--- src/sv/clpi_ram.sv ---
// generic single write port, single read port ram with registered read
`timescale 1ns / 1ps
module clpi_ram #(
    parameter int WIDTH = 8,
    parameter int DEPTH = 16
) (
    input  logic                     i_clk,
    input  logic                     i_wr_en,
    input  logic [$clog2(DEPTH)-1:0] i_wr_addr,
    input  logic [WIDTH-1:0]         i_wr_data,
    input  logic                     i_rd_en,
    input  logic [$clog2(DEPTH)-1:0] i_rd_addr,
    output logic [WIDTH-1:0]         o_rd_data
);

    logic [WIDTH-1:0] r_mem [DEPTH];
    logic [WIDTH-1:0] r_rd_data;

    always_ff @(posedge i_clk) begin
        if (i_wr_en) begin
            r_mem[i_wr_addr] <= i_wr_data;
        end
        if (i_rd_en) begin
            r_rd_data <= r_mem[i_rd_addr];
        end
    end

    assign o_rd_data = r_rd_data;

endmodule

--- config.mk ---
export PLATFORM = sky130hd
export DESIGN_NAME = clpi_ram
export DESIGN_NICKNAME = d
export VERILOG_FILES = /design/src/sv/clpi_ram.sv
export SDC_FILE = /design/constraint.sdc
export NUM_CORES = 1
export LEC_CHECK = 0
export BUFFER_PORTS_ARGS = -buffer_cell sky130_fd_sc_hd__buf_2
export CAP_MARGIN = 25
export CORE_ASPECT_RATIO = 1.5
export CORE_MARGIN = 5
export CORE_UTILIZATION = 35
export CTS_BUF_LIST = sky130_fd_sc_hd__clkbuf_8
export DETAILED_ROUTE_END_ITERATION = 10
export GPL_ROUTABILITY_DRIVEN = 0
export PLACE_DENSITY = 0.61
export SETUP_SLACK_MARGIN = 0.5
export SYNTH_ARGS = -nofsm -noshare
export SYNTH_HDL_FRONTEND = slang
export SYNTH_SLANG_ARGS = --single-unit
--- constraint.sdc ---
create_clock -name i_clk -period 1.8 [get_ports i_clk]
set_input_delay 0.09 -clock i_clk [delete_from_list [all_inputs] [get_ports i_clk]]
set_output_delay 0.09 -clock i_clk [all_outputs]
set_load 0.02 [all_outputs]
; After elaboration in Yosys (flattened, before gate mapping)
; Memory sizes are Yosys's and may differ from the RTL's. A register that Yosys moved wholly into a read port is not among the register bits.
; Cells that the tools add are included.
; Widths: inputs -> output; s select.
[op_classes]
n_addsub = 0
n_mul = 0
div_mod_pow = 0
order_cmp = 0
eq_ne = 0
shifts = 0
mux = 2
bitwise = 0
n_reduce_logical = 0
[ops]
columns = operator, n
row1 = $mux 1, 2
[word_totals]
reg_bits = 0
latch_bits = 0
ramBits = 128
romBits = 0
out_inout_bits = 8
wordCells = 3
mem_count = 1
[mem_list]
columns = memory, words, word_bits, rd, rd_clocked_by_memory_dff, write_ports, line_no
row1 = r_mem, 16, 8, 1, 1, 1, 16  ; logic [WIDTH-1:0] r_mem [DEPTH];

; Logic depth before layout (Yosys ltp)
; Gate-level depths: netlist of the first run.
[depth]
ltp_word = 2
depth_mapped = 5
ltp_nobuf = 3

; Worst setup path before layout of the first run
; Ideal clock, no wire load.
[synth_timing]
path_type = in2reg
from = in i_wr_addr[2]
to = mem r_mem[0][0], enable pin
setup_time_ns = 0.383
arrival_time_ns = 1.200
required_time_ns = 1.417
setup_slack_ns = 0.217
stages = 2
n_path_buf = 0
cell_sequence = or3b_2 > nor3_1
[synth_lines]
columns = item, line_no
row1 = from (decl), 9  ; input logic [$clog2(DEPTH)-1:0] i_wr_addr,
row2 = to (decl), 16
; No word-level cell before the write port.

==> results of run 1 <==
-- sequential cells by signal, summed over array words and instances (netlist names) --
register and flops:
r_mem 128, o_rd_data 8
-- synthesized netlist by cell type, drive strengths merged --
library cell / n
nand3b: 2
and2b: 1
nand2: 9
nor3: 4
and2: 1
clkdlybuf4s25: 3
a22oi: 16
nor2b: 1
buf: 7
or3b: 1
nand2b: 2
nand3: 1
mux4: 32
nor2: 13
edfxtp: 136
-- metal layers --
metal / vias up / global-route usage / routed length, µm
met2: 73 / 0.218 / 5620
met1: 1301 / 0.153 / 4160
met5: - / 0 / 0
met4: 0 / 0.0488 / 193
met3: 16 / 0.0404 / 466
li1: 1086 / - / -
-- per-stage QoR --
step / total power [mW] / hold WS [ns] / cells / area (µm²)
global route: 6.44 / 0.0217 / 498 / 6110
finish: 6.21 / 0.0405 / 498 / 6110
global placement: 4.01 / 0.466 / 466 / 5690
detailed placement: 4.02 / 0.463 / 466 / 5690
CTS: 6.26 / 0.00437 / 497 / 6060
floorplan: 3.86 / 0.189 / 229 / 5220
-- logic make-up (layout without fill, tap and decap cells) --
group           count (synthesis)  in the layout  share of synthesized area
flops                         136            136                      0.781
mux                            32             32                      0.148
simple gates                   35             35                     0.0314
compound gates                 16             16                     0.0230
buf+inv                        10             83                     0.0165
-- worst max-delay path: stages (launching register included) --
cell      delay (ns)
edfxtp_1        0.36
mux4_2          0.49
a22oi_2         0.17
nand2_1         0.11
-- cell type report --
cell class,instances,area (µm²)
fill,1313,8490
sequential,136,4080
multi-input combinational,83,1070
timing repair buffer,52,353
tap,196,245
clock buffer,17,234
clock inverter,14,119
-- worst paths after layout --
path / start / to / slack [ns] / cells past startpoint
worst max-delay path: r_mem[3][3] / o_rd_data[3] / 0.41 / 3
worst min-delay path: i_wr_data[3] / r_mem[15][3] / 0.04 / 1
worst max register to register: r_mem[3][3] / o_rd_data[3] / 0.41 / 3
worst min register to register: r_mem[12][4] / o_rd_data[4] / 0.76 / 3
-- timing repair --
item	in CTS	in global routing
endpoints found under the hold margin	0	8
gates cloned	0	0
pin swaps	4	0
endpoints found under the setup margin	8	8
resized for setup	5	8
hold buffers	0	1
-- power groups by stage --
stage	Sequential (mW)	Combinational [mW]	Clock [mW]
global route	3.59	0.409	2.44
CTS	3.59	0.371	2.30
global placement	3.65	0.356	0
detailed placement	3.66	0.363	0
floorplan	3.67	0.196	0
finish	3.58	0.378	2.25
==> run metrics, run 1 <==
floorplan die area=roughly 0.018 mm²; RSZ-0062 raised after global routing=true; Detailed Routing Iterations Pass 1=4; design internal power=approximately 4.9 mW; Final Skew=roughly 0.0087 ns; via count of the first global-routing pass=2687; most common cell after layout, fill and taps aside=edfxtp_1; final setup fails=0; Max Fanout on Critical Path=1; number of buffers on the longest clock path=2; CP arrival=1.56 ns; Max Clock Freq=about 0.7 GHz; share of post-route cells with drive strength above 1=0.404; insertion delay to the later sink of the worst-skew pair=around 0.43 ns; wire length per cell=21.0 µm; total global-route track usage=0.130; Remaining DRCs=0; number of CTS-inserted buffers=17; number of buffers inserted by post-CTS setup repair=0; remaining antenna violation count=0; post-detailed-placement half-perimeter wirelength=7060 µm; number of antenna diodes=0; horizontal die dimension=around 110 µm; switching power summed over all nets=approximately 1.3 mW; via count=approximately 2500; clock network fraction of total power=0.362; post-detailed-route via-to-cell ratio=about 5.0; final total negative setup slack=0 ns; fraction of the cycle the final worst path needs=0.775; fin nets=309; first-pass GRT wire length=roughly 16000 µm; share of total power in combinational logic=0.061; Overflow after GRT=0; Syn Inst Count=229; Routed WL=10400 µm; required time worst endpoint=roughly 2 ns; Yosys warnings=0; Worst-path clk slew=approximately 0.070 ns; number of rows in the core area=54; post-synthesis instance area=around 0.0052 mm²; Synth-to-Final Area Change=16.9%; Max Cap Violations=0; buffers added on ports=26; minimum setup slack in the final design=around 0.4 ns; Tightest Pin Transition=0.566 ns; Seq/Total Area, Yosys=0.781; commonest cells after routing, fill and taps aside=edfxtp_1 (136), mux4_2 (31), buf_2 (26), buf_4 (23), clkbuf_8 (17); clock tree from TritonCTS=yes; Setup crit end kind=flip-flop; Final Hold Violating Endpoints=0; type of origin of the critical path=flip-flop; Worst Hold Class=input port to flip-flop; Core Box Area=0.0146 mm²; status=completed; pins over their slew limit=0; top cell type's share of synthesized area=0.781; Placement Setup Slack=about 0.14 ns; number of synthesized register bits=between 100 and 150; worst relative slew slack=0.623; initial cell density of the core=0.358; nets in the synthesized netlist=roughly 250; Final Util=0.419; number of antenna violations at the first check in global routing=0; Sw Share=0.210; worst IR drop on VDD=0.388 mV; Reg power frac=0.577; violation count after the first detailed-routing iteration=between 100 and 150; PwrDens=slightly above 1000 mW/mm²; largest net degree at the start of global routing=21; deepest level of the CTS H-tree=4; top cells by area, synth=edfxtp_1 (78%), mux4_2 (7.8%), mux4_1 (7.0%); cell chosen for the clock root=clkbuf_8; chip height=approximately 160 µm; cell type contributing the most total cell area after synthesis=edfxtp_1; total clock sinks=approximately 140; count of pins on the block boundary=27; mean cell area of the mapped netlist=approximately 23 µm²; classification of the worst setup path=flip-flop to flip-flop; Synth cell types=18; minimum clock period=~1.4 ns; Static Leak=around 2.0 nW
Power figures use the tool's default switching activity.
==> run 2: changes to the inputs <==
clock period = 1.3 ns   (was 1.8 ns; I/O delays follow)
==> run metrics, run 2 (synthesis results as in run 1) <==
largest net degree at the start of global routing=22; longest individual stage delay on the worst path=just over 0.5 ns; remaining antenna violation count=0; Final Skew=between 0.008 and 0.009 ns; Sw Share=0.203; Remaining DRCs=0; minimum setup slack in the final design=-0.0549 ns; minimum clock period=about 1.4 ns; Worst Hold Class=input port to flip-flop; required time worst endpoint=1.49 ns; final setup fails=8; via count of the first global-routing pass=2740; cell chosen for the clock root=clkbuf_8; Setup crit end kind=flip-flop; number of rows in the core area=54; Synth-to-Final Area Change=26.9%; master of the slowest instance on the critical path=mux4_2; commonest cells after routing, fill and taps aside=edfxtp_1 (136), mux4_2 (32), clkbuf_8 (17), buf_2 (16), buf_12 (16); max FFs per register=128; total global-route track usage=0.131; Tightest Pin Transition=0.943 ns; hold slack=roughly 0.021 ns; DP Cell Count=around 470; fraction of the cycle the final worst path needs=1.04; total clock sinks=between 100 and 150; post-detailed-placement half-perimeter wirelength=roughly 7000 µm; first-pass GRT wire length=16300 µm; wire length per cell=between 20 and 25 µm; switching power summed over all nets=about 1.9 mW; number of CTS-inserted buffers=17; failing checks=setup timing; number of antenna diodes=0; insertion delay to the later sink of the worst-skew pair=~0.43 ns; number of antenna violations at the first check in global routing=0; count of pins on the block boundary=27; Static Leak=2.15 nW; Total Power Consumption=~9 mW; clock tree from TritonCTS=yes; PwrDens=~1400 mW/mm²; ordered cell list for the critical path=mux4_2 -> a22oi_2 -> nand2_1; number of non-filler instances in the completed layout=about 510; register name with the most flops=r_mem; most common cell after layout, fill and taps aside=edfxtp_1; Detailed Routing Iterations Pass 1=4; violation count after the first detailed-routing iteration=between 150 and 200; final total negative setup slack=-0.348 ns; via count=2485; worst relative slew slack=0.369; worst IR drop on VDD=0.557 mV; number of buffers on the longest clock path=2; Final Hold Violating Endpoints=0; deepest level of the CTS H-tree=4; share of total power in combinational logic=0.071; Placement Setup Slack=-0.293 ns; chip height=roughly 160 µm; Core Box Area=approximately 0.015 mm²; design internal power=~7.3 mW; fin nets=between 300 and 400; RSZ-0062 raised after global routing=true; status=finished, violations left; count of cells along the worst register-to-register path=3; Max Cap Violations=0; Routed WL=10600 µm; floorplan die area=between 0.015 and 0.02 mm²; Overflow after GRT=0; buffers added on ports=26; CP arrival=around 1.5 ns; type of origin of the critical path=flip-flop; clock network fraction of total power=0.385; Worst-path clk slew=around 0.070 ns; Reg power frac=0.544; Max Clock Freq=between 0.7 and 0.8 GHz; initial cell density of the core=0.358; pins over their slew limit=0; horizontal die dimension=110 µm; post-detailed-route via-to-cell ratio=between 4 and 5; classification of the worst setup path=flip-flop to flip-flop; Max Fanout on Critical Path=1; number of instances on the worst hold path=1; share of post-route cells with drive strength above 1=0.454
## run 2: routing by layer
layer | vias to the layer above | global-route usage | part of all wire
li1 | 1109 | - | -
met1 | 1296 | 0.150 | 0.38
met2 | 61 | 0.229 | 0.56
met3 | 19 | 0.0311 | 0.033
met4 | 0 | 0.0579 | 0.020
met5 | - | 0 | 0
## run 2: what timing repair did
item | in CTS | in global routing
buffers inserted | 0 | 1
hold endpoints to repair | 24 | 11
pin swaps | 4 | 4
setup endpoints to repair | 55 | 67
hold buffers | 4 | 1
resized for setup | 26 | 4
## run 2: worst max-delay path: cells and delay by family, from the launching register on
family | cells | cell delay [ns]
compound gates | 1 | 0.15
simple gates | 1 | 0.07
mux | 1 | 0.51
flops | 1 | 0.38
## run 2: final timing paths
check,slack [ns],startpoint,endpoint
worst min register to register,0.74,r_mem[14][0],o_rd_data[0]
worst max register to register,-0.05,r_mem[7][3],o_rd_data[3]
worst max-delay path,-0.05,r_mem[7][3],o_rd_data[3]
worst min-delay path,0.02,i_wr_data[2],r_mem[0][2]
## run 2: layout make-up
| class | count | area, µm² |
|---|---|---|
| Clock buffer | 17 | 234 |
| Clock inverter | 15 | 165 |
| Fill cell | 1271 | 7960 |
| Tap cell | 196 | 245 |
| Timing Repair Buffer | 62 | 691 |
| Sequential cell | 136 | 4080 |
| Multi-Input combinational cell | 83 | 1210 |
## run 2: power groups by stage
stage          clock network (mW)  registers, mW  logic [mW]
2_1_floorplan                   0           5.08       0.304
3_3_place_gp                    0           5.06       0.592
3_5_place_dp                    0           5.06       0.603
4_1_cts                      3.57           4.97       0.658
5_1_grt                      3.78           4.97       0.701
6_report                     3.51           4.97       0.652
## run 2: stage by stage
step                      area, µm²   util
after CTS                      6600  0.452
after global placement         6060  0.415
after detailed placement       6060  0.415
after floorplan                5380      -
final                          6630  0.454
after global routing           6630  0.454
==> run 3: changes to the inputs <==
--- a/config.mk
+++ b/config.mk
@@ -13,2 +13,3 @@
 export CTS_BUF_LIST = sky130_fd_sc_hd__clkbuf_8
+export CTS_CLUSTER_DIAMETER = 120
 export DETAILED_ROUTE_END_ITERATION = 10
==> constraint.sdc (replaced) <==
create_clock -name i_clk -period 1.3 [get_ports i_clk]
set_input_delay 0.13 -clock i_clk [delete_from_list [all_inputs] [get_ports i_clk]]
set_output_delay 0.13 -clock i_clk [all_outputs]
set_load 0.02 [all_outputs]
==> run metrics, run 3 (synthesis results as in run 1) <==
Max Fanout on Critical Path=1; Worst-path clk slew=0.08 ns; worst IR drop on VDD=a little over 0.7 mV; share of total power in combinational logic=0.070; Synth-to-Final Area Change=26.2%; fill cell total of the finished layout=1244; total clock sinks=136; ordered cell list for the critical path=mux4_2 -> a22oi_2 -> nand2_1; via count=2399; Core Box Area=about 0.015 mm²; Overflow after GRT=0; area occupied by multi-input gates=roughly 0.0012 mm²; Reg power frac=0.555; cell chosen for the clock root=clkbuf_8; most common cell after layout, fill and taps aside=edfxtp_1; Register Area=roughly 0.004 mm²; deepest level of the CTS H-tree=4; Worst Hold Class=input port to flip-flop; post-detailed-placement half-perimeter wirelength=between 6000 and 7000 µm; failing checks=setup timing; fin nets=roughly 310; Hold EP=o_rd_data[0]; violation count after the first detailed-routing iteration=between 100 and 150; Final Skew=roughly 0.011 ns; max FFs per register=128; PwrDens=approximately 1400 mW/mm²; final setup fails=8; hold slack=around 0.066 ns; share of post-route cells with drive strength above 1=0.475; first-pass GRT wire length=approximately 16000 µm; count of pins on the block boundary=27; clock network fraction of total power=0.375; register name with the most flops=r_mem; reg-to-reg critical path startpoint=r_mem[8][5]; horizontal die dimension=~110 µm; Hold Crit Start=i_rd_en; remaining antenna violation count=0; floorplan die area=between 0.015 and 0.02 mm²; CP arrival=approximately 1.6 ns; Routed WL=slightly below 10000 µm; wire length per cell=a little under 20 µm; DP Area=a little over 0.006 mm²; type of origin of the critical path=flip-flop; insertion delay to the later sink of the worst-skew pair=between 0.4 and 0.5 ns; fraction of the cycle the final worst path needs=1.06; design internal power=approximately 7.1 mW; register-to-register path setup slack=-0.08 ns; minimum setup slack in the final design=-0.0818 ns; Max Cap Violations=0; Placement Setup Slack=-0.328 ns; number of buffers on the longest clock path=2; longest individual stage delay on the worst path=0.49 ns; number of instances on the worst hold path=1; Static Leak=2.11 nW; Setup crit end kind=flip-flop; buffers added on ports=26; count of cells along the worst register-to-register path=3; number of antenna diodes=0; number of rows in the core area=54; Tightest Pin Transition=about 0.87 ns; classification of the worst setup path=flip-flop to flip-flop; master of the slowest instance on the critical path=mux4_2; number of antenna violations at the first check in global routing=0; pins over their slew limit=0; via count of the first global-routing pass=about 2700; clock tree from TritonCTS=yes; Final Util=0.452; status=finished, violations left; largest net degree at the start of global routing=21; Detailed Routing Iterations Pass 1=4; Final Hold Violating Endpoints=0; final instance area=about 0.0066 mm²; initial cell density of the core=0.358; final total negative setup slack=-0.392 ns; worst r2r dst=o_rd_data[5]; worst relative slew slack=0.416; Sw Share=0.207; commonest cells after routing, fill and taps aside=edfxtp_1 (136), mux4_2 (32), buf_12 (18), clkbuf_8 (17), buf_2 (16); RSZ-0062 raised after global routing=true; Remaining DRCs=0; minimum clock period=1.38 ns; chip height=160 µm; switching power summed over all nets=around 1.9 mW; required time worst endpoint=1.48 ns; number of CTS-inserted buffers=17; post-detailed-route via-to-cell ratio=between 4 and 5; Max Clock Freq=between 0.7 and 0.8 GHz; total global-route track usage=0.127; number of hold buffers added after cts=0
[run 3: changes by cell type in the layout (fill, tap and decap cells not counted), sizes merged]
cell / previous run / this run
clkinv: 10 / 3
clkinvlp: 0 / 5
dlygate4sd3: 5 / 0
buf: 57 / 56
bufinv: 4 / 3
inv: 1 / 2
[run 3: routing by layer]
| layer | part of all wire | vias to the layer above | track usage |
|---|---|---|---|
| met5 | 0 | - | 0 |
| met4 | 0.017 | 0 | 0.0510 |
| met3 | 0.026 | 12 | 0.0351 |
| met2 | 0.58 | 36 | 0.220 |
| met1 | 0.38 | 1251 | 0.147 |
| li1 | - | 1100 | - |
[run 3: worst max-delay path by stage]
stage	start	to	slack [ns]
after CTS	r_mem[3][7]	o_rd_data[7]	-0.07
after global placement	i_rd_addr[0]	o_rd_data[2]	-0.31
final	r_mem[8][5]	o_rd_data[5]	-0.08
after floorplan	i_rd_addr[0]	o_rd_data[1]	-0.03
after global routing	r_mem[8][5]	o_rd_data[5]	-0.14
after detailed placement	i_rd_addr[0]	o_rd_data[3]	-0.33
[run 3: per-stage QoR]
step	cells	power, mW
floorplan	229	5.38
global placement	468	5.62
detailed placement	468	5.64
CTS	500	9.04
global route	501	9.29
finish	501	8.95
[run 3: area by class of cell]
| cell class | instances | area share |
|---|---|---|
| Sequential cell | 136 | 0.619 |
| Multi-Input combinational cell | 83 | 0.185 |
| Timing Repair Buffer | 56 | 0.0998 |
| Tap cell | 196 | 0.0372 |
| Clock buffer | 17 | 0.0355 |
| Clock inverter | 13 | 0.0237 |
[run 3: worst max-delay path: cells and delay by family, from the launching register on]
kind | cells | cell delay (ns)
muxes | 1 | 0.49
DFF | 1 | 0.40
AOI/OAI and AO/OA | 1 | 0.18
and+or+nand+nor | 1 | 0.06
[run 3: repair_timing]
action                     CTS  global route
pin swaps                    9             7
setup endpoints to repair  104            87
gates resized for setup     31             1
gates cloned                 0             0
setup buffers                2             1
[run 3: power by group through the flow]
| stage | Combinational [mW] | Sequential, mW | Clock, mW |
|---|---|---|---|
| 3_5_place_dp | 0.580 | 5.06 | 0 |
| 6_report | 0.627 | 4.97 | 3.35 |
| 5_1_grt | 0.680 | 4.97 | 3.64 |
| 4_1_cts | 0.636 | 4.97 | 3.44 |
| 2_1_floorplan | 0.303 | 5.08 | 0 |
| 3_3_place_gp | 0.570 | 5.05 | 0 |
